## config.mk

```make
export PLATFORM = sky130hd
export DESIGN_NAME = query_text_tokenizer
export DESIGN_NICKNAME = d
export VERILOG_FILES = /design/src/hw/rtl/qtt_pkg.sv /design/src/hw/rtl/qtt_front.sv /design/src/hw/rtl/qtt_queue.sv /design/src/hw/rtl/qtt_back.sv /design/src/hw/rtl/query_text_tokenizer.sv
export VERILOG_INCLUDE_DIRS = /design/src /design/src/hw/rtl
export SDC_FILE = /design/constraint.sdc
export NUM_CORES = 1
export LEC_CHECK = 0
export BUFFER_PORTS_ARGS = -buffer_cell sky130_fd_sc_hd__buf_4
export CORE_AREA = 2 2 321 323
export DETAILED_ROUTE_END_ITERATION = 12
export DIE_AREA = 0 0 323 325
export GPL_ROUTABILITY_DRIVEN = 0
export SETUP_SLACK_MARGIN = 0.05
export SYNTH_ARGS = -nofsm -noshare
export SYNTH_HDL_FRONTEND = slang
export SYNTH_SLANG_ARGS = --single-unit
```

## constraint.sdc

```tcl
create_clock -name clk -period 18.6 [get_ports clk]
set_input_delay 4.65 -clock clk [delete_from_list [all_inputs] [get_ports clk]]
set_output_delay 4.65 -clock clk [all_outputs]
set_load 0.03 [all_outputs]
```

## src/hw/rtl/query_text_tokenizer_defines.svh

```systemverilog
// ---------------------------------------------------------------------------
// Query text tokenizer assertion macros
// Clocked assertion helpers shared by the tokenizer modules.
// ---------------------------------------------------------------------------
`ifndef QUERY_TEXT_TOKENIZER_DEFINES_SVH
`define QUERY_TEXT_TOKENIZER_DEFINES_SVH

`ifndef SYNTHESIS
`define QTT_ASSERT(lbl, clk, rstn, prop, msg) \
  lbl: assert property (@(posedge clk) disable iff (!rstn) prop) else $error(msg);
`define QTT_NEVER(lbl, clk, rstn, cond, msg) \
  lbl: assert property (@(posedge clk) disable iff (!rstn) !(cond)) else $error(msg);
`else
`define QTT_ASSERT(lbl, clk, rstn, prop, msg)
`define QTT_NEVER(lbl, clk, rstn, cond, msg)
`endif

`endif

```

## src/hw/rtl/qtt_pkg.sv

```systemverilog
// ---------------------------------------------------------------------------
// Query text tokenizer package
// Transaction types, result codes and sizing constants.
// ---------------------------------------------------------------------------
`timescale 1ns / 1ps

package qtt_pkg;

  localparam int QTT_POS_BITS = 16;
  localparam int QTT_POS_W    = 16;
  localparam int QTT_QDEPTH   = 4;
  localparam int QTT_MAX_RES  = 3;
  localparam int QTT_IDX_W    = $clog2(QTT_MAX_RES);
  localparam int QTT_CNT_W    = $clog2(QTT_MAX_RES + 1);

  localparam logic [1:0] RK_TEXT = 2'd0;
  localparam logic [1:0] RK_DONE = 2'd1;
  localparam logic [1:0] RK_ERR  = 2'd2;

  localparam logic [1:0] EC_NUM    = 2'd0;
  localparam logic [1:0] EC_STR    = 2'd1;
  localparam logic [1:0] EC_ESC    = 2'd2;
  localparam logic [1:0] EC_UNEXP  = 2'd3;

  localparam logic [4:0] TK_IDENT  = 5'd0;
  localparam logic [4:0] TK_INT    = 5'd1;
  localparam logic [4:0] TK_FLOAT  = 5'd2;
  localparam logic [4:0] TK_STRING = 5'd3;
  localparam logic [4:0] TK_LPAREN = 5'd4;
  localparam logic [4:0] TK_RPAREN = 5'd5;
  localparam logic [4:0] TK_LBRACK = 5'd6;
  localparam logic [4:0] TK_RBRACK = 5'd7;
  localparam logic [4:0] TK_LBRACE = 5'd8;
  localparam logic [4:0] TK_RBRACE = 5'd9;
  localparam logic [4:0] TK_COMMA  = 5'd10;
  localparam logic [4:0] TK_COLON  = 5'd11;
  localparam logic [4:0] TK_DOT    = 5'd12;
  localparam logic [4:0] TK_MINUS  = 5'd13;
  localparam logic [4:0] TK_ARROWR = 5'd14;
  localparam logic [4:0] TK_ARROWL = 5'd15;
  localparam logic [4:0] TK_EQ     = 5'd16;
  localparam logic [4:0] TK_LT     = 5'd17;
  localparam logic [4:0] TK_GT     = 5'd18;
  localparam logic [4:0] TK_LE     = 5'd19;
  localparam logic [4:0] TK_GE     = 5'd20;
  localparam logic [4:0] TK_NE     = 5'd21;
  localparam logic [4:0] TK_STAR   = 5'd22;
  localparam logic [4:0] TK_END    = 5'd23;

  typedef struct packed {
    logic       kind;
    logic [7:0] byte_req;
  } in_t;

  typedef struct packed {
    logic [1:0]           result_kind;
    logic [4:0]           token_kind;
    logic [1:0]           error_code;
    logic [QTT_POS_W-1:0] line;
    logic [QTT_POS_W-1:0] column;
    logic [7:0]           text_byte;
  } res_t;

  typedef struct packed {
    logic [1:0]           result_kind;
    logic [4:0]           token_kind;
    logic [1:0]           error_code;
    logic [QTT_POS_W-1:0] line;
    logic [QTT_POS_W-1:0] column;
    logic [7:0]           text_byte;
    logic                 last;
  } out_t;

  // results of one input transaction, oldest in slot 0
  typedef struct packed {
    res_t [QTT_MAX_RES-1:0] res;
    logic [QTT_CNT_W-1:0]   cnt;
  } grp_t;

endpackage

```

## src/hw/rtl/qtt_front.sv

```systemverilog
// ---------------------------------------------------------------------------
// Query text tokenizer lexer front
// Accepts one byte a cycle unless q_full, tracks position, builds the groups.
// ---------------------------------------------------------------------------
`timescale 1ns / 1ps
`include "query_text_tokenizer_defines.svh"

module qtt_front import qtt_pkg::*; #(
  parameter int POS_BITS = QTT_POS_BITS
) (
  input  logic clk,
  input  logic rst_n,
  input  logic in_valid,
  output logic in_stall,
  input  in_t  in_data,
  output logic push_valid,
  output grp_t push_grp,
  input  logic q_full
);

  typedef logic [POS_BITS-1:0] pos_t;
  localparam pos_t POS_MAX = '1;
  localparam pos_t POS_ONE = pos_t'(1);

  localparam logic [7:0] CH_SPACE  = 8'h20;
  localparam logic [7:0] CH_TAB    = 8'h09;
  localparam logic [7:0] CH_CR     = 8'h0D;
  localparam logic [7:0] CH_LF     = 8'h0A;
  localparam logic [7:0] CH_DASH   = 8'h2D;
  localparam logic [7:0] CH_PLUS   = 8'h2B;
  localparam logic [7:0] CH_USCORE = 8'h5F;
  localparam logic [7:0] CH_LOW_E  = 8'h65;
  localparam logic [7:0] CH_UP_E   = 8'h45;
  localparam logic [7:0] CH_BSLASH = 8'h5C;
  localparam logic [7:0] CH_SQUOTE = 8'h27;
  localparam logic [7:0] CH_DQUOTE = 8'h22;
  localparam logic [7:0] CH_DOT    = 8'h2E;
  localparam logic [7:0] CH_LT     = 8'h3C;
  localparam logic [7:0] CH_GT     = 8'h3E;
  localparam logic [7:0] CH_EQ     = 8'h3D;
  localparam logic [7:0] CH_LOW_N  = 8'h6E;
  localparam logic [7:0] CH_LOW_T  = 8'h74;
  localparam logic [7:0] CH_LOW_R  = 8'h72;

  typedef enum logic [14:0] {
    M_IDLE    = 15'b000000000000001,
    M_IDENT   = 15'b000000000000010,
    M_INT     = 15'b000000000000100,
    M_INTDOT  = 15'b000000000001000,
    M_FRAC    = 15'b000000000010000,
    M_EXP0    = 15'b000000000100000,
    M_EXPS    = 15'b000000001000000,
    M_EXPD    = 15'b000000010000000,
    M_STR     = 15'b000000100000000,
    M_ESC     = 15'b000001000000000,
    M_DASH    = 15'b000010000000000,
    M_LT      = 15'b000100000000000,
    M_GT      = 15'b001000000000000,
    M_COMMENT = 15'b010000000000000,
    M_ERR     = 15'b100000000000000
  } mode_t;

  mode_t mode_r, mode_nxt;
  logic  dq_r, dq_nxt;
  pos_t  cur_line_r, cur_line_nxt, cur_col_r, cur_col_nxt;
  pos_t  start_line_r, start_line_nxt, start_col_r, start_col_nxt;
  pos_t  dot_col_r, dot_col_nxt;

  res_t [QTT_MAX_RES-1:0] res;
  logic [QTT_CNT_W-1:0]   n;
  logic                   in_fire, do_idle, end_tok;
  logic [7:0]             b;
  logic [5:0]             pk;
  logic [8:0]             esc;

  function automatic res_t mk_res(logic [1:0] rk, logic [4:0] tk, logic [1:0] ec,
                                  pos_t ln, pos_t col, logic [7:0] tb);
    res_t r;
    r.result_kind = rk;
    r.token_kind  = tk;
    r.error_code  = ec;
    r.line        = QTT_POS_W'(ln);
    r.column      = QTT_POS_W'(col);
    r.text_byte   = tb;
    return r;
  endfunction

  function automatic logic is_digit(logic [7:0] c);
    return (c >= 8'h30) && (c <= 8'h39);
  endfunction

  function automatic logic ident_start(logic [7:0] c);
    return ((c >= 8'h61) && (c <= 8'h7A)) || ((c >= 8'h41) && (c <= 8'h5A)) ||
           (c == CH_USCORE);
  endfunction

  function automatic logic is_blank(logic [7:0] c);
    return (c == CH_SPACE) || (c == CH_TAB) || (c == CH_CR) || (c == CH_LF);
  endfunction

  // {hit, token kind} for single-character punctuation
  function automatic logic [5:0] punct_kind(logic [7:0] c);
    logic [5:0] k;
    unique case (c)
      8'h28:   k = {1'b1, TK_LPAREN};
      8'h29:   k = {1'b1, TK_RPAREN};
      8'h5B:   k = {1'b1, TK_LBRACK};
      8'h5D:   k = {1'b1, TK_RBRACK};
      8'h7B:   k = {1'b1, TK_LBRACE};
      8'h7D:   k = {1'b1, TK_RBRACE};
      8'h2C:   k = {1'b1, TK_COMMA};
      8'h3A:   k = {1'b1, TK_COLON};
      CH_DOT:  k = {1'b1, TK_DOT};
      CH_EQ:   k = {1'b1, TK_EQ};
      8'h2A:   k = {1'b1, TK_STAR};
      default: k = '0;
    endcase
    return k;
  endfunction

  // {ok, decoded byte}
  function automatic logic [8:0] esc_decode(logic [7:0] c);
    logic [8:0] d;
    unique case (c)
      CH_BSLASH: d = {1'b1, CH_BSLASH};
      CH_SQUOTE: d = {1'b1, CH_SQUOTE};
      CH_DQUOTE: d = {1'b1, CH_DQUOTE};
      CH_LOW_N:  d = {1'b1, CH_LF};
      CH_LOW_T:  d = {1'b1, CH_TAB};
      CH_LOW_R:  d = {1'b1, CH_CR};
      default:   d = '0;
    endcase
    return d;
  endfunction

  assign in_stall = q_full;
  assign in_fire  = in_valid && !q_full;
  assign b        = in_data.byte_req;

  always_comb begin
    res            = '0;
    n              = '0;
    do_idle        = 1'b0;
    end_tok        = 1'b0;
    mode_nxt       = mode_r;
    dq_nxt         = dq_r;
    cur_line_nxt   = cur_line_r;
    cur_col_nxt    = cur_col_r;
    start_line_nxt = start_line_r;
    start_col_nxt  = start_col_r;
    dot_col_nxt    = dot_col_r;
    pk             = punct_kind(b);
    esc            = esc_decode(b);

    if (in_data.kind) begin
      end_tok = 1'b1;
      unique case (mode_r)
        M_IDENT: begin
          res[0] = mk_res(RK_DONE, TK_IDENT, EC_NUM, start_line_r, start_col_r, 8'h00);
          n = QTT_CNT_W'(1);
        end
        M_INT: begin
          res[0] = mk_res(RK_DONE, TK_INT, EC_NUM, start_line_r, start_col_r, 8'h00);
          n = QTT_CNT_W'(1);
        end
        M_INTDOT: begin
          res[0] = mk_res(RK_DONE, TK_INT, EC_NUM, start_line_r, start_col_r, 8'h00);
          res[1] = mk_res(RK_DONE, TK_DOT, EC_NUM, cur_line_r, dot_col_r, 8'h00);
          n = QTT_CNT_W'(2);
        end
        M_FRAC, M_EXPD: begin
          res[0] = mk_res(RK_DONE, TK_FLOAT, EC_NUM, start_line_r, start_col_r, 8'h00);
          n = QTT_CNT_W'(1);
        end
        M_EXP0, M_EXPS: begin
          res[0]  = mk_res(RK_ERR, TK_IDENT, EC_NUM, start_line_r, start_col_r, 8'h00);
          n       = QTT_CNT_W'(1);
          end_tok = 1'b0;
        end
        M_STR, M_ESC: begin
          res[0]  = mk_res(RK_ERR, TK_IDENT, EC_STR, start_line_r, start_col_r, 8'h00);
          n       = QTT_CNT_W'(1);
          end_tok = 1'b0;
        end
        M_DASH: begin
          res[0] = mk_res(RK_DONE, TK_MINUS, EC_NUM, start_line_r, start_col_r, 8'h00);
          n = QTT_CNT_W'(1);
        end
        M_LT: begin
          res[0] = mk_res(RK_DONE, TK_LT, EC_NUM, start_line_r, start_col_r, 8'h00);
          n = QTT_CNT_W'(1);
        end
        M_GT: begin
          res[0] = mk_res(RK_DONE, TK_GT, EC_NUM, start_line_r, start_col_r, 8'h00);
          n = QTT_CNT_W'(1);
        end
        M_ERR:   end_tok = 1'b0;
        default: ;
      endcase
      if (end_tok) begin
        res[n[QTT_IDX_W-1:0]] = mk_res(RK_DONE, TK_END, EC_NUM, cur_line_r, cur_col_r, 8'h00);
        n = n + QTT_CNT_W'(1);
      end
      mode_nxt       = M_IDLE;
      dq_nxt         = 1'b0;
      cur_line_nxt   = POS_ONE;
      cur_col_nxt    = POS_ONE;
      start_line_nxt = POS_ONE;
      start_col_nxt  = POS_ONE;
      dot_col_nxt    = POS_ONE;
    end else begin
      if (b == CH_LF) begin
        if (cur_line_r != POS_MAX) cur_line_nxt = cur_line_r + POS_ONE;
        cur_col_nxt = POS_ONE;
      end else if (cur_col_r != POS_MAX) begin
        cur_col_nxt = cur_col_r + POS_ONE;
      end

      unique case (mode_r)
        M_ERR: ;
        M_COMMENT: if (b == CH_LF) mode_nxt = M_IDLE;
        M_IDENT: begin
          if (ident_start(b) || is_digit(b)) begin
            res[0] = mk_res(RK_TEXT, TK_IDENT, EC_NUM, start_line_r, start_col_r, b);
            n = QTT_CNT_W'(1);
          end else begin
            res[0] = mk_res(RK_DONE, TK_IDENT, EC_NUM, start_line_r, start_col_r, 8'h00);
            n = QTT_CNT_W'(1);
            do_idle = 1'b1;
          end
        end
        M_INT: begin
          if (is_digit(b)) begin
            res[0] = mk_res(RK_TEXT, TK_IDENT, EC_NUM, start_line_r, start_col_r, b);
            n = QTT_CNT_W'(1);
          end else if (b == CH_DOT) begin
            dot_col_nxt = cur_col_r;
            mode_nxt    = M_INTDOT;
          end else if ((b == CH_LOW_E) || (b == CH_UP_E)) begin
            res[0] = mk_res(RK_TEXT, TK_IDENT, EC_NUM, start_line_r, start_col_r, b);
            n = QTT_CNT_W'(1);
            mode_nxt = M_EXP0;
          end else begin
            res[0] = mk_res(RK_DONE, TK_INT, EC_NUM, start_line_r, start_col_r, 8'h00);
            n = QTT_CNT_W'(1);
            do_idle = 1'b1;
          end
        end
        M_INTDOT: begin
          if (is_digit(b)) begin
            res[0] = mk_res(RK_TEXT, TK_IDENT, EC_NUM, start_line_r, start_col_r, CH_DOT);
            res[1] = mk_res(RK_TEXT, TK_IDENT, EC_NUM, start_line_r, start_col_r, b);
            n = QTT_CNT_W'(2);
            mode_nxt = M_FRAC;
          end else begin
            res[0] = mk_res(RK_DONE, TK_INT, EC_NUM, start_line_r, start_col_r, 8'h00);
            res[1] = mk_res(RK_DONE, TK_DOT, EC_NUM, cur_line_r, dot_col_r, 8'h00);
            n = QTT_CNT_W'(2);
            do_idle = 1'b1;
          end
        end
        M_FRAC: begin
          if (is_digit(b)) begin
            res[0] = mk_res(RK_TEXT, TK_IDENT, EC_NUM, start_line_r, start_col_r, b);
            n = QTT_CNT_W'(1);
          end else if ((b == CH_LOW_E) || (b == CH_UP_E)) begin
            res[0] = mk_res(RK_TEXT, TK_IDENT, EC_NUM, start_line_r, start_col_r, b);
            n = QTT_CNT_W'(1);
            mode_nxt = M_EXP0;
          end else begin
            res[0] = mk_res(RK_DONE, TK_FLOAT, EC_NUM, start_line_r, start_col_r, 8'h00);
            n = QTT_CNT_W'(1);
            do_idle = 1'b1;
          end
        end
        M_EXP0: begin
          if ((b == CH_PLUS) || (b == CH_DASH)) begin
            res[0] = mk_res(RK_TEXT, TK_IDENT, EC_NUM, start_line_r, start_col_r, b);
            n = QTT_CNT_W'(1);
            mode_nxt = M_EXPS;
          end else if (is_digit(b)) begin
            res[0] = mk_res(RK_TEXT, TK_IDENT, EC_NUM, start_line_r, start_col_r, b);
            n = QTT_CNT_W'(1);
            mode_nxt = M_EXPD;
          end else begin
            res[0] = mk_res(RK_ERR, TK_IDENT, EC_NUM, start_line_r, start_col_r, 8'h00);
            n = QTT_CNT_W'(1);
            mode_nxt = M_ERR;
          end
        end
        M_EXPS: begin
          if (is_digit(b)) begin
            res[0] = mk_res(RK_TEXT, TK_IDENT, EC_NUM, start_line_r, start_col_r, b);
            n = QTT_CNT_W'(1);
            mode_nxt = M_EXPD;
          end else begin
            res[0] = mk_res(RK_ERR, TK_IDENT, EC_NUM, start_line_r, start_col_r, 8'h00);
            n = QTT_CNT_W'(1);
            mode_nxt = M_ERR;
          end
        end
        M_EXPD: begin
          if (is_digit(b)) begin
            res[0] = mk_res(RK_TEXT, TK_IDENT, EC_NUM, start_line_r, start_col_r, b);
            n = QTT_CNT_W'(1);
          end else begin
            res[0] = mk_res(RK_DONE, TK_FLOAT, EC_NUM, start_line_r, start_col_r, 8'h00);
            n = QTT_CNT_W'(1);
            do_idle = 1'b1;
          end
        end
        M_STR: begin
          if (b == (dq_r ? CH_DQUOTE : CH_SQUOTE)) begin
            res[0] = mk_res(RK_DONE, TK_STRING, EC_NUM, start_line_r, start_col_r, 8'h00);
            n = QTT_CNT_W'(1);
            mode_nxt = M_IDLE;
          end else if (b == CH_BSLASH) begin
            mode_nxt = M_ESC;
          end else begin
            res[0] = mk_res(RK_TEXT, TK_IDENT, EC_NUM, start_line_r, start_col_r, b);
            n = QTT_CNT_W'(1);
          end
        end
        M_ESC: begin
          if (esc[8]) begin
            res[0] = mk_res(RK_TEXT, TK_IDENT, EC_NUM, start_line_r, start_col_r, esc[7:0]);
            n = QTT_CNT_W'(1);
            mode_nxt = M_STR;
          end else begin
            // reported just past the escape character
            res[0] = mk_res(RK_ERR, TK_IDENT, EC_ESC, cur_line_nxt, cur_col_nxt, 8'h00);
            n = QTT_CNT_W'(1);
            mode_nxt = M_ERR;
          end
        end
        M_DASH: begin
          if (b == CH_DASH) begin
            mode_nxt = M_COMMENT;
          end else if (b == CH_GT) begin
            res[0] = mk_res(RK_DONE, TK_ARROWR, EC_NUM, start_line_r, start_col_r, 8'h00);
            n = QTT_CNT_W'(1);
            mode_nxt = M_IDLE;
          end else begin
            res[0] = mk_res(RK_DONE, TK_MINUS, EC_NUM, start_line_r, start_col_r, 8'h00);
            n = QTT_CNT_W'(1);
            do_idle = 1'b1;
          end
        end
        M_LT: begin
          res[0] = mk_res(RK_DONE, TK_LT, EC_NUM, start_line_r, start_col_r, 8'h00);
          n = QTT_CNT_W'(1);
          mode_nxt = M_IDLE;
          if (b == CH_DASH) res[0].token_kind = TK_ARROWL;
          else if (b == CH_EQ) res[0].token_kind = TK_LE;
          else if (b == CH_GT) res[0].token_kind = TK_NE;
          else do_idle = 1'b1;
        end
        M_GT: begin
          res[0] = mk_res(RK_DONE, TK_GT, EC_NUM, start_line_r, start_col_r, 8'h00);
          n = QTT_CNT_W'(1);
          mode_nxt = M_IDLE;
          if (b == CH_EQ) res[0].token_kind = TK_GE;
          else do_idle = 1'b1;
        end
        default: do_idle = 1'b1;
      endcase

      // fresh token start on this byte
      if (do_idle) begin
        mode_nxt       = M_IDLE;
        start_line_nxt = cur_line_r;
        start_col_nxt  = cur_col_r;
        if (is_blank(b)) begin
          mode_nxt = M_IDLE;
        end else if (ident_start(b) || is_digit(b)) begin
          res[n[QTT_IDX_W-1:0]] = mk_res(RK_TEXT, TK_IDENT, EC_NUM, cur_line_r, cur_col_r, b);
          n = n + QTT_CNT_W'(1);
          mode_nxt = ident_start(b) ? M_IDENT : M_INT;
        end else if ((b == CH_SQUOTE) || (b == CH_DQUOTE)) begin
          dq_nxt   = (b == CH_DQUOTE);
          mode_nxt = M_STR;
        end else if (b == CH_DASH) begin
          mode_nxt = M_DASH;
        end else if (b == CH_LT) begin
          mode_nxt = M_LT;
        end else if (b == CH_GT) begin
          mode_nxt = M_GT;
        end else if (pk[5]) begin
          res[n[QTT_IDX_W-1:0]] = mk_res(RK_DONE, pk[4:0], EC_NUM, cur_line_r, cur_col_r,
                                         8'h00);
          n = n + QTT_CNT_W'(1);
        end else begin
          res[n[QTT_IDX_W-1:0]] = mk_res(RK_ERR, TK_IDENT, EC_UNEXP, cur_line_r, cur_col_r,
                                         8'h00);
          n = n + QTT_CNT_W'(1);
          mode_nxt = M_ERR;
        end
      end
    end
  end

  assign push_valid   = in_fire && (n != '0);
  assign push_grp.res = res;
  assign push_grp.cnt = n;

  always_ff @(posedge clk) begin
    if (!rst_n) begin
      mode_r       <= M_IDLE;
      dq_r         <= 1'b0;
      cur_line_r   <= POS_ONE;
      cur_col_r    <= POS_ONE;
      start_line_r <= POS_ONE;
      start_col_r  <= POS_ONE;
      dot_col_r    <= POS_ONE;
    end else if (in_fire) begin
      mode_r       <= mode_nxt;
      dq_r         <= dq_nxt;
      cur_line_r   <= cur_line_nxt;
      cur_col_r    <= cur_col_nxt;
      start_line_r <= start_line_nxt;
      start_col_r  <= start_col_nxt;
      dot_col_r    <= dot_col_nxt;
    end
  end

  `QTT_NEVER(a_err_quiet, clk, rst_n, in_fire && (mode_r == M_ERR) && !in_data.kind && push_valid, "byte in error state produced a result")
  `QTT_ASSERT(a_end_clears, clk, rst_n, (in_fire && in_data.kind) |=> (mode_r == M_IDLE) && (cur_line_r == POS_ONE) && (cur_col_r == POS_ONE), "end transaction did not restore reset state")

endmodule

```

## src/hw/rtl/qtt_queue.sv

```systemverilog
// ---------------------------------------------------------------------------
// Query text tokenizer group queue
// Short FIFO of result groups between the lexer and the output side.
// ---------------------------------------------------------------------------
`timescale 1ns / 1ps
`include "query_text_tokenizer_defines.svh"

module qtt_queue import qtt_pkg::*; #(
  parameter int DEPTH = QTT_QDEPTH
) (
  input  logic clk,
  input  logic rst_n,
  input  logic push,
  input  grp_t push_grp,
  output logic full,
  input  logic pop,
  output logic head_valid,
  output grp_t head_grp
);

  localparam int PTR_W = (DEPTH > 1) ? $clog2(DEPTH) : 1;
  localparam int CNT_W = $clog2(DEPTH + 1);

  grp_t             mem_r [DEPTH];
  logic [PTR_W-1:0] wr_ptr_r, wr_ptr_nxt, rd_ptr_r, rd_ptr_nxt;
  logic [CNT_W-1:0] count_r, count_nxt;

  assign full       = (count_r == CNT_W'(DEPTH));
  assign head_valid = (count_r != '0);
  assign head_grp   = mem_r[rd_ptr_r];

  always_comb begin
    wr_ptr_nxt = wr_ptr_r;
    rd_ptr_nxt = rd_ptr_r;
    count_nxt  = count_r;
    if (push) wr_ptr_nxt = (wr_ptr_r == PTR_W'(DEPTH - 1)) ? '0 : wr_ptr_r + PTR_W'(1);
    if (pop)  rd_ptr_nxt = (rd_ptr_r == PTR_W'(DEPTH - 1)) ? '0 : rd_ptr_r + PTR_W'(1);
    if (push && !pop)      count_nxt = count_r + CNT_W'(1);
    else if (pop && !push) count_nxt = count_r - CNT_W'(1);
  end

  always_ff @(posedge clk) begin
    if (!rst_n) begin
      wr_ptr_r <= '0;
      rd_ptr_r <= '0;
      count_r  <= '0;
    end else begin
      wr_ptr_r <= wr_ptr_nxt;
      rd_ptr_r <= rd_ptr_nxt;
      count_r  <= count_nxt;
    end
  end

  always_ff @(posedge clk) begin
    if (push) mem_r[wr_ptr_r] <= push_grp;
  end

  `QTT_NEVER(a_pop_empty, clk, rst_n, pop && !head_valid, "pop from empty queue")
  `QTT_NEVER(a_push_full, clk, rst_n, push && full && !pop, "push into full queue")

endmodule

```

## src/hw/rtl/qtt_back.sv

```systemverilog
// ---------------------------------------------------------------------------
// Query text tokenizer output side
// Unpacks queued groups into single result transactions.
// ---------------------------------------------------------------------------
`timescale 1ns / 1ps
`include "query_text_tokenizer_defines.svh"

module qtt_back import qtt_pkg::*; (
  input  logic clk,
  input  logic rst_n,
  input  logic head_valid,
  input  grp_t head_grp,
  output logic pop,
  output logic out_valid,
  input  logic out_stall,
  output out_t out_data
);

  logic [QTT_IDX_W-1:0] idx_r, idx_nxt;
  logic                 out_valid_r, out_valid_nxt;
  out_t                 out_r, out_nxt;
  logic                 load, is_last;
  res_t                 cur;

  always_comb begin
    load    = head_valid && (!out_valid_r || !out_stall);
    cur     = head_grp.res[idx_r];
    is_last = ((QTT_CNT_W'(idx_r) + QTT_CNT_W'(1)) == head_grp.cnt);
    pop     = load && is_last;

    out_nxt.result_kind = cur.result_kind;
    out_nxt.token_kind  = cur.token_kind;
    out_nxt.error_code  = cur.error_code;
    out_nxt.line        = cur.line;
    out_nxt.column      = cur.column;
    out_nxt.text_byte   = cur.text_byte;
    out_nxt.last        = is_last;

    out_valid_nxt = out_valid_r;
    idx_nxt       = idx_r;
    if (load) begin
      out_valid_nxt = 1'b1;
      idx_nxt       = is_last ? '0 : idx_r + QTT_IDX_W'(1);
    end else if (!out_stall) begin
      out_valid_nxt = 1'b0;
    end
  end

  always_ff @(posedge clk) begin
    if (!rst_n) begin
      out_valid_r <= 1'b0;
      idx_r       <= '0;
    end else begin
      out_valid_r <= out_valid_nxt;
      idx_r       <= idx_nxt;
    end
  end

  always_ff @(posedge clk) begin
    if (load) out_r <= out_nxt;
  end

  assign out_valid = out_valid_r;
  assign out_data  = out_r;

  `QTT_ASSERT(a_idx_home, clk, rst_n, !head_valid |-> (idx_r == '0), "slot index left mid-group with queue empty")

endmodule

```

## src/hw/rtl/query_text_tokenizer.sv

```systemverilog
// A result is registered in the group queue and then the output register.
// Throughput: one byte per cycle while no side stalls and each byte gives at most
// one result; the results of a byte giving more leave the single output register
// one by one, and the four-group queue between lexer and output absorbs this.
// Reset: synchronous active-low rst_n clears lexer state, positions and queue
// pointers; there is no clearing pass.
// ---------------------------------------------------------------------------
// Query text tokenizer
// Streaming lexer front, group queue and result serialiser.
// ---------------------------------------------------------------------------
`timescale 1ns / 1ps

module query_text_tokenizer import qtt_pkg::*; #(
  parameter int POS_BITS = QTT_POS_BITS,
  parameter int QDEPTH   = QTT_QDEPTH
) (
  input  logic clk,
  input  logic rst_n,
  input  logic in_valid,
  output logic in_stall,
  input  in_t  in_data,
  output logic out_valid,
  input  logic out_stall,
  output out_t out_data
);

  logic push, full, pop, head_valid;
  grp_t push_grp, head_grp;

  qtt_front #(.POS_BITS(POS_BITS)) u_front (
    .clk       (clk),
    .rst_n     (rst_n),
    .in_valid  (in_valid),
    .in_stall  (in_stall),
    .in_data   (in_data),
    .push_valid(push),
    .push_grp  (push_grp),
    .q_full    (full)
  );

  qtt_queue #(.DEPTH(QDEPTH)) u_queue (
    .clk       (clk),
    .rst_n     (rst_n),
    .push      (push),
    .push_grp  (push_grp),
    .full      (full),
    .pop       (pop),
    .head_valid(head_valid),
    .head_grp  (head_grp)
  );

  qtt_back u_back (
    .clk       (clk),
    .rst_n     (rst_n),
    .head_valid(head_valid),
    .head_grp  (head_grp),
    .pop       (pop),
    .out_valid (out_valid),
    .out_stall (out_stall),
    .out_data  (out_data)
  );

endmodule
```

Yosys cells after proc, flatten, opt, wreduce, memory -nomap -nowiden
Memory sizes are Yosys's and may differ from the RTL's. A register that Yosys moved wholly into a read port is not among the register bits.
Index checks and enable logic that the tools add are counted.
{ "word_totals": {"ff_bits": 156, "mem_bits_rw": 596, "in_bits": 13, "mem_count": 1} }
{ "classes": {"n_addsub": 9, "magnitude_cmp": 11, "eq_ne": 59, "mux": 137, "reduce_logical": 48} }
{ "memory_table": {"columns": ["memory", "words", "width", "rd", "rd_clocked_by_memory_dff", "wr", "line_no", "text"], "rows": [
  ["u_queue.mem_r", 4, 149, 1, 1, 1, "qtt_queue.sv:24", "grp_t mem_r [DEPTH];"]
]} }
{ "ops": {"columns": ["operator", "count"], "rows": [
  ["2-to-1 mux 147 bit", 10],
  ["2-to-1 mux 49 bit", 15],
  ["bitwise mux 147 bit", 4],
  ["case mux 49 bit (12 select lines)", 1],
  ["case mux 49 bit (8 select lines)", 1],
  ["2-to-1 mux 15 bit", 22],
  ["2-to-1 mux 48 bit", 6],
  ["2-to-1 mux 16 bit", 14],
  ["demux 49 bit (select 2 bit)", 2],
  ["case mux 15 bit (10 select lines)", 1],
  ["== test 8 x 6 -> 1 bit (second input constant)", 14],
  ["binary-select mux 49 bit (select 2 bit)", 1],
  ["2-to-1 mux 97 bit", 1],
  ["== test 8 x 7 -> 1 bit (second input constant)", 11],
  ["case mux 6 bit (11 select lines)", 1],
  ["case mux 9 bit (6 select lines)", 1],
  ["2-to-1 mux 44 bit", 1],
  ["2-to-1 mux 40 bit", 1],
  ["2-to-1 mux 2 bit", 18],
  ["adder 16 x 1 -> 16 bit (second input constant)", 2],
  ["inequality test 16 bit (second input constant)", 2],
  ["2-to-1 mux 1 bit", 26],
  ["== test 8 x 4 -> 1 bit (second input constant)", 3],
  ["2-to-1 mux 3 bit", 6],
  ["other kinds (51)", 100]
]} }

Logic depth before layout (Yosys ltp)
Gate-level depths: netlist of the first run.
{ "logic_depth": {"word_depth": 20, "mapped_depth": 19, "mapped_depth_nobuf": 17} }

Cells and area by module
A second synthesis of the first run with hierarchy kept.
{ "hier_totals": {"hier_cells": 2307, "hier_area_um2": 33560.9} }
{ "modules_own_cells": {"columns": ["mod", "instances", "cells_each", "area_per_inst_um2", "seq_area_each_um2"], "rows": [
  ["qtt_queue", 1, 823, 21964.8, 18077.3],
  ["qtt_front", 1, 1249, 8891.0, 1921.8],
  ["qtt_back", 1, 235, 2705.1, 1561.5]
]} }

Worst setup path before layout of the first run
No wires, ideal clock.
{ "synth_path": {"path_kind": "input -> register", "from": "input in_data[7] (netlist name)", "to": "memory u_queue.mem_r[0][0] (netlist name) (enable)", "setup_ns": 0.864, "t_arrival_ns": 17.797, "required_time_ns": 17.736, "path_slack_ns": -0.060, "cell_stages": 11, "path_buffers": 2, "cell_sequence": "clkbuf_1 -> or4b_1 -> buf_2 -> nor3_1 -> o32ai_1 -> nor4b_1 -> inv_1 -> nand3_1 -> mux2_2 -> nand2_1 -> a211oi_1"} }
{ "synth_between": {"elab_chain_cells": 18, "elab_cells_between_ends": 66, "cone_classes": "add/sub (1); order compare (6); eq/ne (16); mux (30); reduce/logical (13)"} }
{ "synth_rtl": {"columns": ["element", "line_no", "text"], "rows": [
  ["from (decl)", "query_text_tokenizer.sv:21", "input in_t in_data,"],
  ["greater-or-equal comparator 8 x 6 -> 1 bit (tied with other cells)", "qtt_front.sv:89", "return (c >= 8'h30) && (c <= 8'h39);"],
  ["logical AND 1 bit (tied with other cells)", "qtt_front.sv:89", null],
  ["2-to-1 mux 2 bit (on tied branches)", "qtt_front.sv:233, qtt_front.sv:313", null],
  ["case mux 2 bit (5 select lines)", "qtt_front.sv:219", "unique case (mode_r)"],
  ["2-to-1 mux 2 bit", "qtt_front.sv:155", "if (in_data.kind) begin"],
  ["adder 2 x 1 -> 2 bit", "qtt_front.sv:377, qtt_front.sv:391, qtt_front.sv:395", null],
  ["2-to-1 mux 2 bit", "qtt_front.sv:386", "end else if (b == CH_GT) begin"],
  ["2-to-1 mux 2 bit", "qtt_front.sv:384", "end else if (b == CH_LT) begin"],
  ["[2 not listed]", null, null],
  ["2-to-1 mux 2 bit", "qtt_front.sv:375", "end else if (ident_start(b) || is_digit(b)) begin"],
  ["2-to-1 mux 2 bit", "qtt_front.sv:373", "if (is_blank(b)) begin"],
  ["2-to-1 mux 2 bit (*)", "qtt_front.sv:369", "if (do_idle) begin"],
  ["2-to-1 mux 2 bit (*)", "qtt_front.sv:155", null],
  ["nonzero test 2 bit (*)", "qtt_front.sv:402", "assign push_valid = in_fire && (n != '0);"],
  ["logical AND 1 bit (*)", "qtt_front.sv:402", null],
  ["2-to-1 mux 1 bit (*)", "qtt_queue.sv:55", "if (push) mem_r[wr_ptr_r] <= push_grp;"],
  ["2-to-1 mux 1 bit (implied by the code) (*)", "qtt_queue.sv:55", null],
  ["to (decl)", "qtt_queue.sv:24", null]
]} }
Every way passes the cells marked *; elsewhere a longest branch is shown, timed or not. The select of a mux whose other input is x is not followed.

Worst setup path in the final report of the first run
{ "layout_path": {"from": "input in_data[4] (netlist name)", "to": "memory u_queue.mem_r[1][108] (netlist name) (enable)"} }
Same word-level chain as after synthesis.

==> results of run 1 <==
-- worst paths after layout --
| path | to | cells past startpoint |
|---|---|---|
| hold reg to reg | u_front.dot_col_r[11] | 2 |
| setup / recovery | u_queue.mem_r[1][108] | 12 |
| hold / removal | u_front.dot_col_r[11] | 2 |
| setup reg to reg | u_queue.mem_r[1][108] | 13 |
-- routing by layer --
| metal | up-vias | track usage, % | share of wire [%] |
|---|---|---|---|
| li1 | 9447 | - | - |
| met1 | 10960 | 22.72 | 42 |
| met2 | 1003 | 27.31 | 47 |
| met3 | 224 | 2.777 | 7.6 |
| met4 | 0 | 6.309 | 3.4 |
| met5 | - | 0 | 0 |
-- logic make-up (layout without fill, tap and decap cells) --
logic type | after synthesis | in the layout | synth area share (%)
flops | 738 | 738 | 63.35
simple gates | 703 | 703 | 10.83
compound gates | 487 | 487 | 10.17
buf+inv | 226 | 274 | 2.647
mux | 209 | 209 | 11.75
xor+xnor | 23 | 23 | 0.6054
fa+ha+maj | 16 | 16 | 0.6242
other cells | 1 | 8 | 0.01127
-- final cells by class --
class,count,area [um2]
sequential,738,21090
timing repair buffer,107,803.3
inverter,28,105.1
tap,1368,1712
multi-input combinational,1446,11480
clock buffer,91,2021
clock inverter,48,410.4
fill,9536,63680
-- power groups by stage --
| stage | registers [mW] | clock network (mW) | logic [mW] |
|---|---|---|---|
| after floorplan | 2.33 | 0 | 0.521 |
| after global placement | 2.19 | 0 | 0.982 |
| after detailed placement | 2.20 | 0 | 0.989 |
| after CTS | 2.17 | 1.52 | 0.993 |
| after global routing | 2.19 | 1.59 | 1.04 |
| final | 2.16 | 1.50 | 0.969 |
-- cell usage after synthesis, types with 7 or more instances --
| cell type | n |
|---|---|
| xnor2_1 | 10 |
| buf_2 | 17 |
| o2bb2ai_1 | 7 |
| nor2b_1 | 16 |
| o32ai_1 | 7 |
| mux2i_1 | 60 |
| buf_1 | 29 |
| a221oi_1 | 18 |
| clkbuf_1 | 150 |
| edfxtp_1 | 630 |
| o31a_1 | 8 |
| nor3b_1 | 10 |
| nor4_1 | 23 |
| o31ai_1 | 10 |
| nor3_1 | 42 |
| and2_1 | 49 |
| or3_1 | 18 |
| or4_1 | 12 |
| nor4b_1 | 8 |
| nand4_1 | 46 |
| o211ai_1 | 9 |
| and4_1 | 7 |
| nand2_1 | 202 |
| o21ai_0 | 117 |
| nand3_1 | 43 |
| a22o_1 | 26 |
| and3_1 | 16 |
| nor2_1 | 150 |
| o221ai_1 | 15 |
| a211oi_1 | 15 |
| ha_1 | 15 |
| a221o_1 | 7 |
| nand2b_1 | 27 |
| mux4_2 | 145 |
| o211ai_2 | 10 |
| dfxtp_1 | 108 |
| a21oi_1 | 95 |
| xor2_1 | 13 |
| o22ai_1 | 10 |
| a22oi_1 | 58 |
| inv_1 | 27 |
| a31oi_1 | 10 |
-- critical path, cell delays in order --
cell and delay (ns):
buf_4 0.16, or4b_1 0.74, nor3_1 0.53, o32ai_1 0.22, nor4b_1 1.03, ha_1 0.25, nor4_1 0.07, mux2i_1 0.25
nand2_1 0.33, a211oi_4 0.30, buf_4 0.73, buf_4 0.65
-- flip-flops by register name, indices dropped and copies added (netlist names), named ones only --
name                  count
u_queue.mem_r           580
u_back.out_valid          1
u_front.cur_col_r        16
u_queue.count_r           3
u_front.cur_line_r       16
u_front.dot_col_r        16
u_front.dq_r              1
u_front.start_line_r     16
u_queue.rd_ptr_r          2
u_front.mode_r           15
u_front.start_col_r      16
u_back.out_data          50
u_queue.wr_ptr_r          2
u_back.idx_r              2
-- layout by cell type, fill, tap and decap left out, types with 11 or more instances in the layout --
cell type / count
o221ai_1: 15
mux2i_1: 60
nand4_1: 46
clkbuf_16: 78
nand2_1: 202
ha_1: 15
nor3_1: 40
or3_1: 18
or4_1: 12
buf_4: 107
inv_1: 25
xor2_1: 13
nor2_1: 148
edfxtp_1: 630
clkinv_1: 18
a211oi_1: 11
dfxtp_1: 104
and3_1: 16
nand3_1: 43
a22oi_1: 58
a221oi_1: 18
nand2b_1: 26
a22o_1: 26
nor2b_1: 13
clkbuf_1: 11
mux4_2: 145
o21ai_0: 117
a21oi_1: 94
nor4_1: 23
and2_1: 49
-- through the flow --
step	worst slack (ns)	power (mW)	util, %	instances
after floorplan	-0.06007	2.855	-	2410
after global placement	8.454	3.173	34.74	3687
after global routing	8.581	4.813	37.14	3826
after CTS	8.905	4.687	37.14	3826
final	8.844	4.626	37.14	3826
after detailed placement	8.286	3.190	34.74	3687
==> qor.yml, run 1 <==
setup_path:
  r2r_setup_slack_ns: 12.52
  critPathMaxFanout: 57
  worstSetupStartpointType: "input pin"
  cp_data_arrival_time_ns: 10.01
  critical_path_class: "in2reg"
  crit_required_ns: 18.86
  crit_start: "in_data[4]"
  r2r_start: "u_front.mode_r[8]"
  cp-end-kind: "flop"
placement:
  port_buffers: 64
  placed_area_mm2: 0.03520
  dp_hpwl_um: 54050
pwr:
  power_frac_clock_pct: 32.3
  leakagePower_nw: 11.92
  switchingPower_mw: 1.363
  power_frac_comb_pct: 20.9
  power.internal_mw: 3.264
  seq_power_share_pct: 46.7
  ir_drop_mv: 0.07508
  power.share.switching_pct: 29.46
  power_density_mw_per_mm2: 123.0
floorplanning:
  die_w_um: 323
  ioPinCount: 65
  rows: 117
  initial_utilization_pct: 32.85
  die_h_um: 325
  die-area_mm2: 0.1050
  core_area_mm2: 0.1013
cts:
  htree_levels: 3
  cts_resized: 0
  cts_buffers: 75
  postCtsSetupRepairBufs: 0
  worstSkewPairLatency_ns: 0.64
  cts_root_buf: "clkbuf_16"
  clkTransAtPathRegs_ns: 0.06
  cts.sinks: 738
  postCtsHoldBufs: 0
  cts_tree: "built"
  cts_max_path_buffers: 3
flow_run:
  drv_cap: 0
global_route:
  gr-total-overflow: 0
  grt_use_total_pct: 16.87
  grt_antenna_before_repair: 3
  grt_pass1_wl_um: 135500
  grt_start_max_net_pins: 65
  grt_pass1_vias: 21590
sta:
  max_slew_margin_pct: 21.13
  fin_crit_ns: 9.756
  timing.fmax_ghz: 0.1025
  worstMarginPinSlew_ns: 1.167
  maxSlewViolCount: 0
  final_hold_viol_count: 0
  setup_viol: 0
  skew_ns: 0.02542
  hold_ws_ns: 0.4655
  finalCritPeriodShare_pct: 52.45
  grt_setup_unrepaired: "false"
  final.setup.tns_ns: 0
detailed_routing:
  drc: 0
  dr.pass1.iters: 7
  drt_iter0_drc: 2589
  dr_total_vias: 21630
  avgRoutedWirePerCell_um: 23.42
  drt_wl_total_um: 89600
  ant_nets: 0
  routed_via_density: 5.654
logic_synthesis:
  synth-seq-cells: 738
  syn_area_mm2: 0.03327
  synth_top_cell_by_area: "edfxtp_1"
  ys_seq_area_share_pct: 63.36
  yosys.cell_types.count: 89
  synth_edf_count: 630
  syn_area_per_cell_um2: 13.85
  syn_inst: 2403
  synth_ff_type: "edfxtp_1"
  async_flop_share_pct: 0
  yosys-top-cells-area: "edfxtp_1, mux4_2, dfxtp_1"
  yosys_warnings: 0
  yosysTopAreaCellShare_pct: 56.86
finish:
  diodes: 0
  area_growth_pct: 13.08
  finalNetCount: 2425
  drive_gt1_share_pct: 17.17
  finalInstanceArea_mm2: 0.03763
status:
  status: "finished, final reports clean"
worst_hold_path:
  holdCritPathClass: "reg2reg"
  hp-start: "u_front.dot_col_r[11]"
(Power assumes the default switching activity.)
==> run 2: changes to the inputs <==
clock period = 8.77 ns   (was 18.6 ns; I/O delays follow)
==> run 2 against run 1 <==
Cell count up 0.13%. Global-route usage up 0.083 points. Final area up 0.60%. Power up 120%. Combinational power up 110%. Critical path depth down 2. Sequential share of layout area down 0.33 points. Die area unchanged. Non-clock buffer count down 3. Critical path type unchanged.
==> qor.yml, run 2 (synthesis results as in run 1) <==
sta:
  grt_setup_unrepaired: "false"
  fin_ws_ns: 2.406
  worstMarginPinSlew_ns: 1.222
  setup_viol: 0
  timing.fmax_ghz: 0.1571
  skew_ns: 0.02771
  max_slew_margin_pct: 18.23
  fin_crit_ns: 6.364
  maxSlewViolCount: 0
  final_hold_viol_count: 0
  finalCritPeriodShare_pct: 72.57
setup_path:
  r2r_setup_slack_ns: 3.47
  worstSetupStartpointType: "input pin"
  r2r-end: "u_queue.count_r[2]"
  critical_path_class: "in2reg"
  crit_start: "in_data[4]"
  cp_data_arrival_time_ns: 6.73
  crit_required_ns: 9.13
  r2r_start: "u_front.mode_r[5]"
  cp-end-kind: "flop"
  reg2regPathDepth: 16
  critPathMaxFanout: 33
detailed_routing:
  ant_nets: 0
  avgRoutedWirePerCell_um: 23.62
  dr_total_vias: 21790
  drc: 0
  drt_wl_total_um: 90490
  routed_via_density: 5.688
  drt_iter0_drc: 2890
  dr.pass1.iters: 6
floorplanning:
  ioPinCount: 65
  die_h_um: 325
  initial_utilization_pct: 32.85
  die_w_um: 323
  rows: 117
  core_area_mm2: 0.1013
  die-area_mm2: 0.1050
global_route:
  grt_pass1_vias: 21670
  grt_start_max_net_pins: 108
  gr-total-overflow: 0
  grt_use_total_pct: 16.95
  grt_pass1_wl_um: 136200
  grt_antenna_before_repair: 3
finish:
  finalInstanceArea_mm2: 0.03785
  finalNetCount: 2427
  final_cells: 3831
  area_growth_pct: 13.76
  drive_gt1_share_pct: 17.86
  largest_reg_flops: 580
  regMostFlops: "u_queue.mem_r"
  layout_common_cells: "edfxtp_1, nand2_1, nor2_1"
  final_common_cell: "edfxtp_1"
  diodes: 0
  nFillCells: 9587
cts:
  postCtsSetupRepairBufs: 0
  cts_tree: "built"
  worstSkewPairLatency_ns: 0.63
  cts.sinks: 738
  postCtsHoldBufs: 0
  cts_resized: 0
  clkTransAtPathRegs_ns: 0.06
  cts_max_path_buffers: 3
  cts_root_buf: "clkbuf_16"
  htree_levels: 3
  cts_buffers: 80
status:
  status: "finished, final reports clean"
worst_hold_path:
  hold_end: "u_front.dot_col_r[6]"
  min_path_cells: 2
  holdCritPathClass: "reg2reg"
  hp-start: "u_front.dot_col_r[6]"
pwr:
  ir_drop_mv: 0.1514
  power_density_mw_per_mm2: 264.3
  leakagePower_nw: 12.05
placement:
  dp_slack_ns: 1.933
  placed_area_mm2: 0.03522
  port_buffers: 64
  dp_hpwl_um: 54150
  placed_cells: 3684
flow_run:
  drv_cap: 0
[run 2: worst max-delay path by stage]
| stage | to | slack [ns] | cells after the start |
|---|---|---|---|
| floorplan | u_queue.mem_r[0][0] | -0.11 | 10 |
| global placement | u_queue.count_r[2] | 2.00 | 16 |
| detailed placement | u_queue.mem_r[3][45] | 1.93 | 10 |
| CTS | u_queue.mem_r[3][45] | 2.56 | 10 |
| global route | u_queue.count_r[2] | 2.18 | 16 |
| finish | u_queue.mem_r[3][45] | 2.41 | 10 |
[run 2: layer usage]
metal	GRT usage, %	part of all wire [%]
met5	0	0.030
met4	6.542	3.6
met3	3.306	8.2
met2	27.01	47
met1	22.81	42
[run 2: cell type report]
type	instances	area [um2]	area share [%]
flip-flops and latches	738	21090	55.73
multi-input cells	1446	11510	30.42
clock buffers	98	2162	5.712
well taps	1368	1712	4.522
repair buffers	104	793.3	2.096
clock inverters	49	470.5	1.243
inverters	28	105.1	0.2777
[run 2: stage by stage]
stage	hold WS (ns)	setup TNS (ns)	power, mW	utilization (%)
finish	0.4667	0	10.00	37.36
global route	0.4780	0	10.41	37.36
CTS	0.4643	0	10.14	37.36
detailed placement	0.4557	0	6.778	34.76
global placement	0.4480	0	6.740	34.76
floorplan	0.4401	-62.62	5.963	-
[run 2: report_power, final]
| part | total (mW) | switching (mW) | internal, mW | leakage, nW |
|---|---|---|---|---|
| Combinational | 2.05 | 1.33 | 0.728 | 3.94 |
| Sequential | 4.60 | 0.204 | 4.40 | 6.83 |
| Clock | 3.35 | 1.38 | 1.97 | 1.28 |
[run 2: worst max-delay path, cell delays in order]
cell and delay [ns]:
buf_4 0.16, or4b_4 0.64, nor3_1 0.59, o32ai_1 0.28, nor4b_2 0.62, ha_1 0.39
and2_1 0.31, nand2_2 0.64, mux2_2 0.53, o21ai_0 0.36
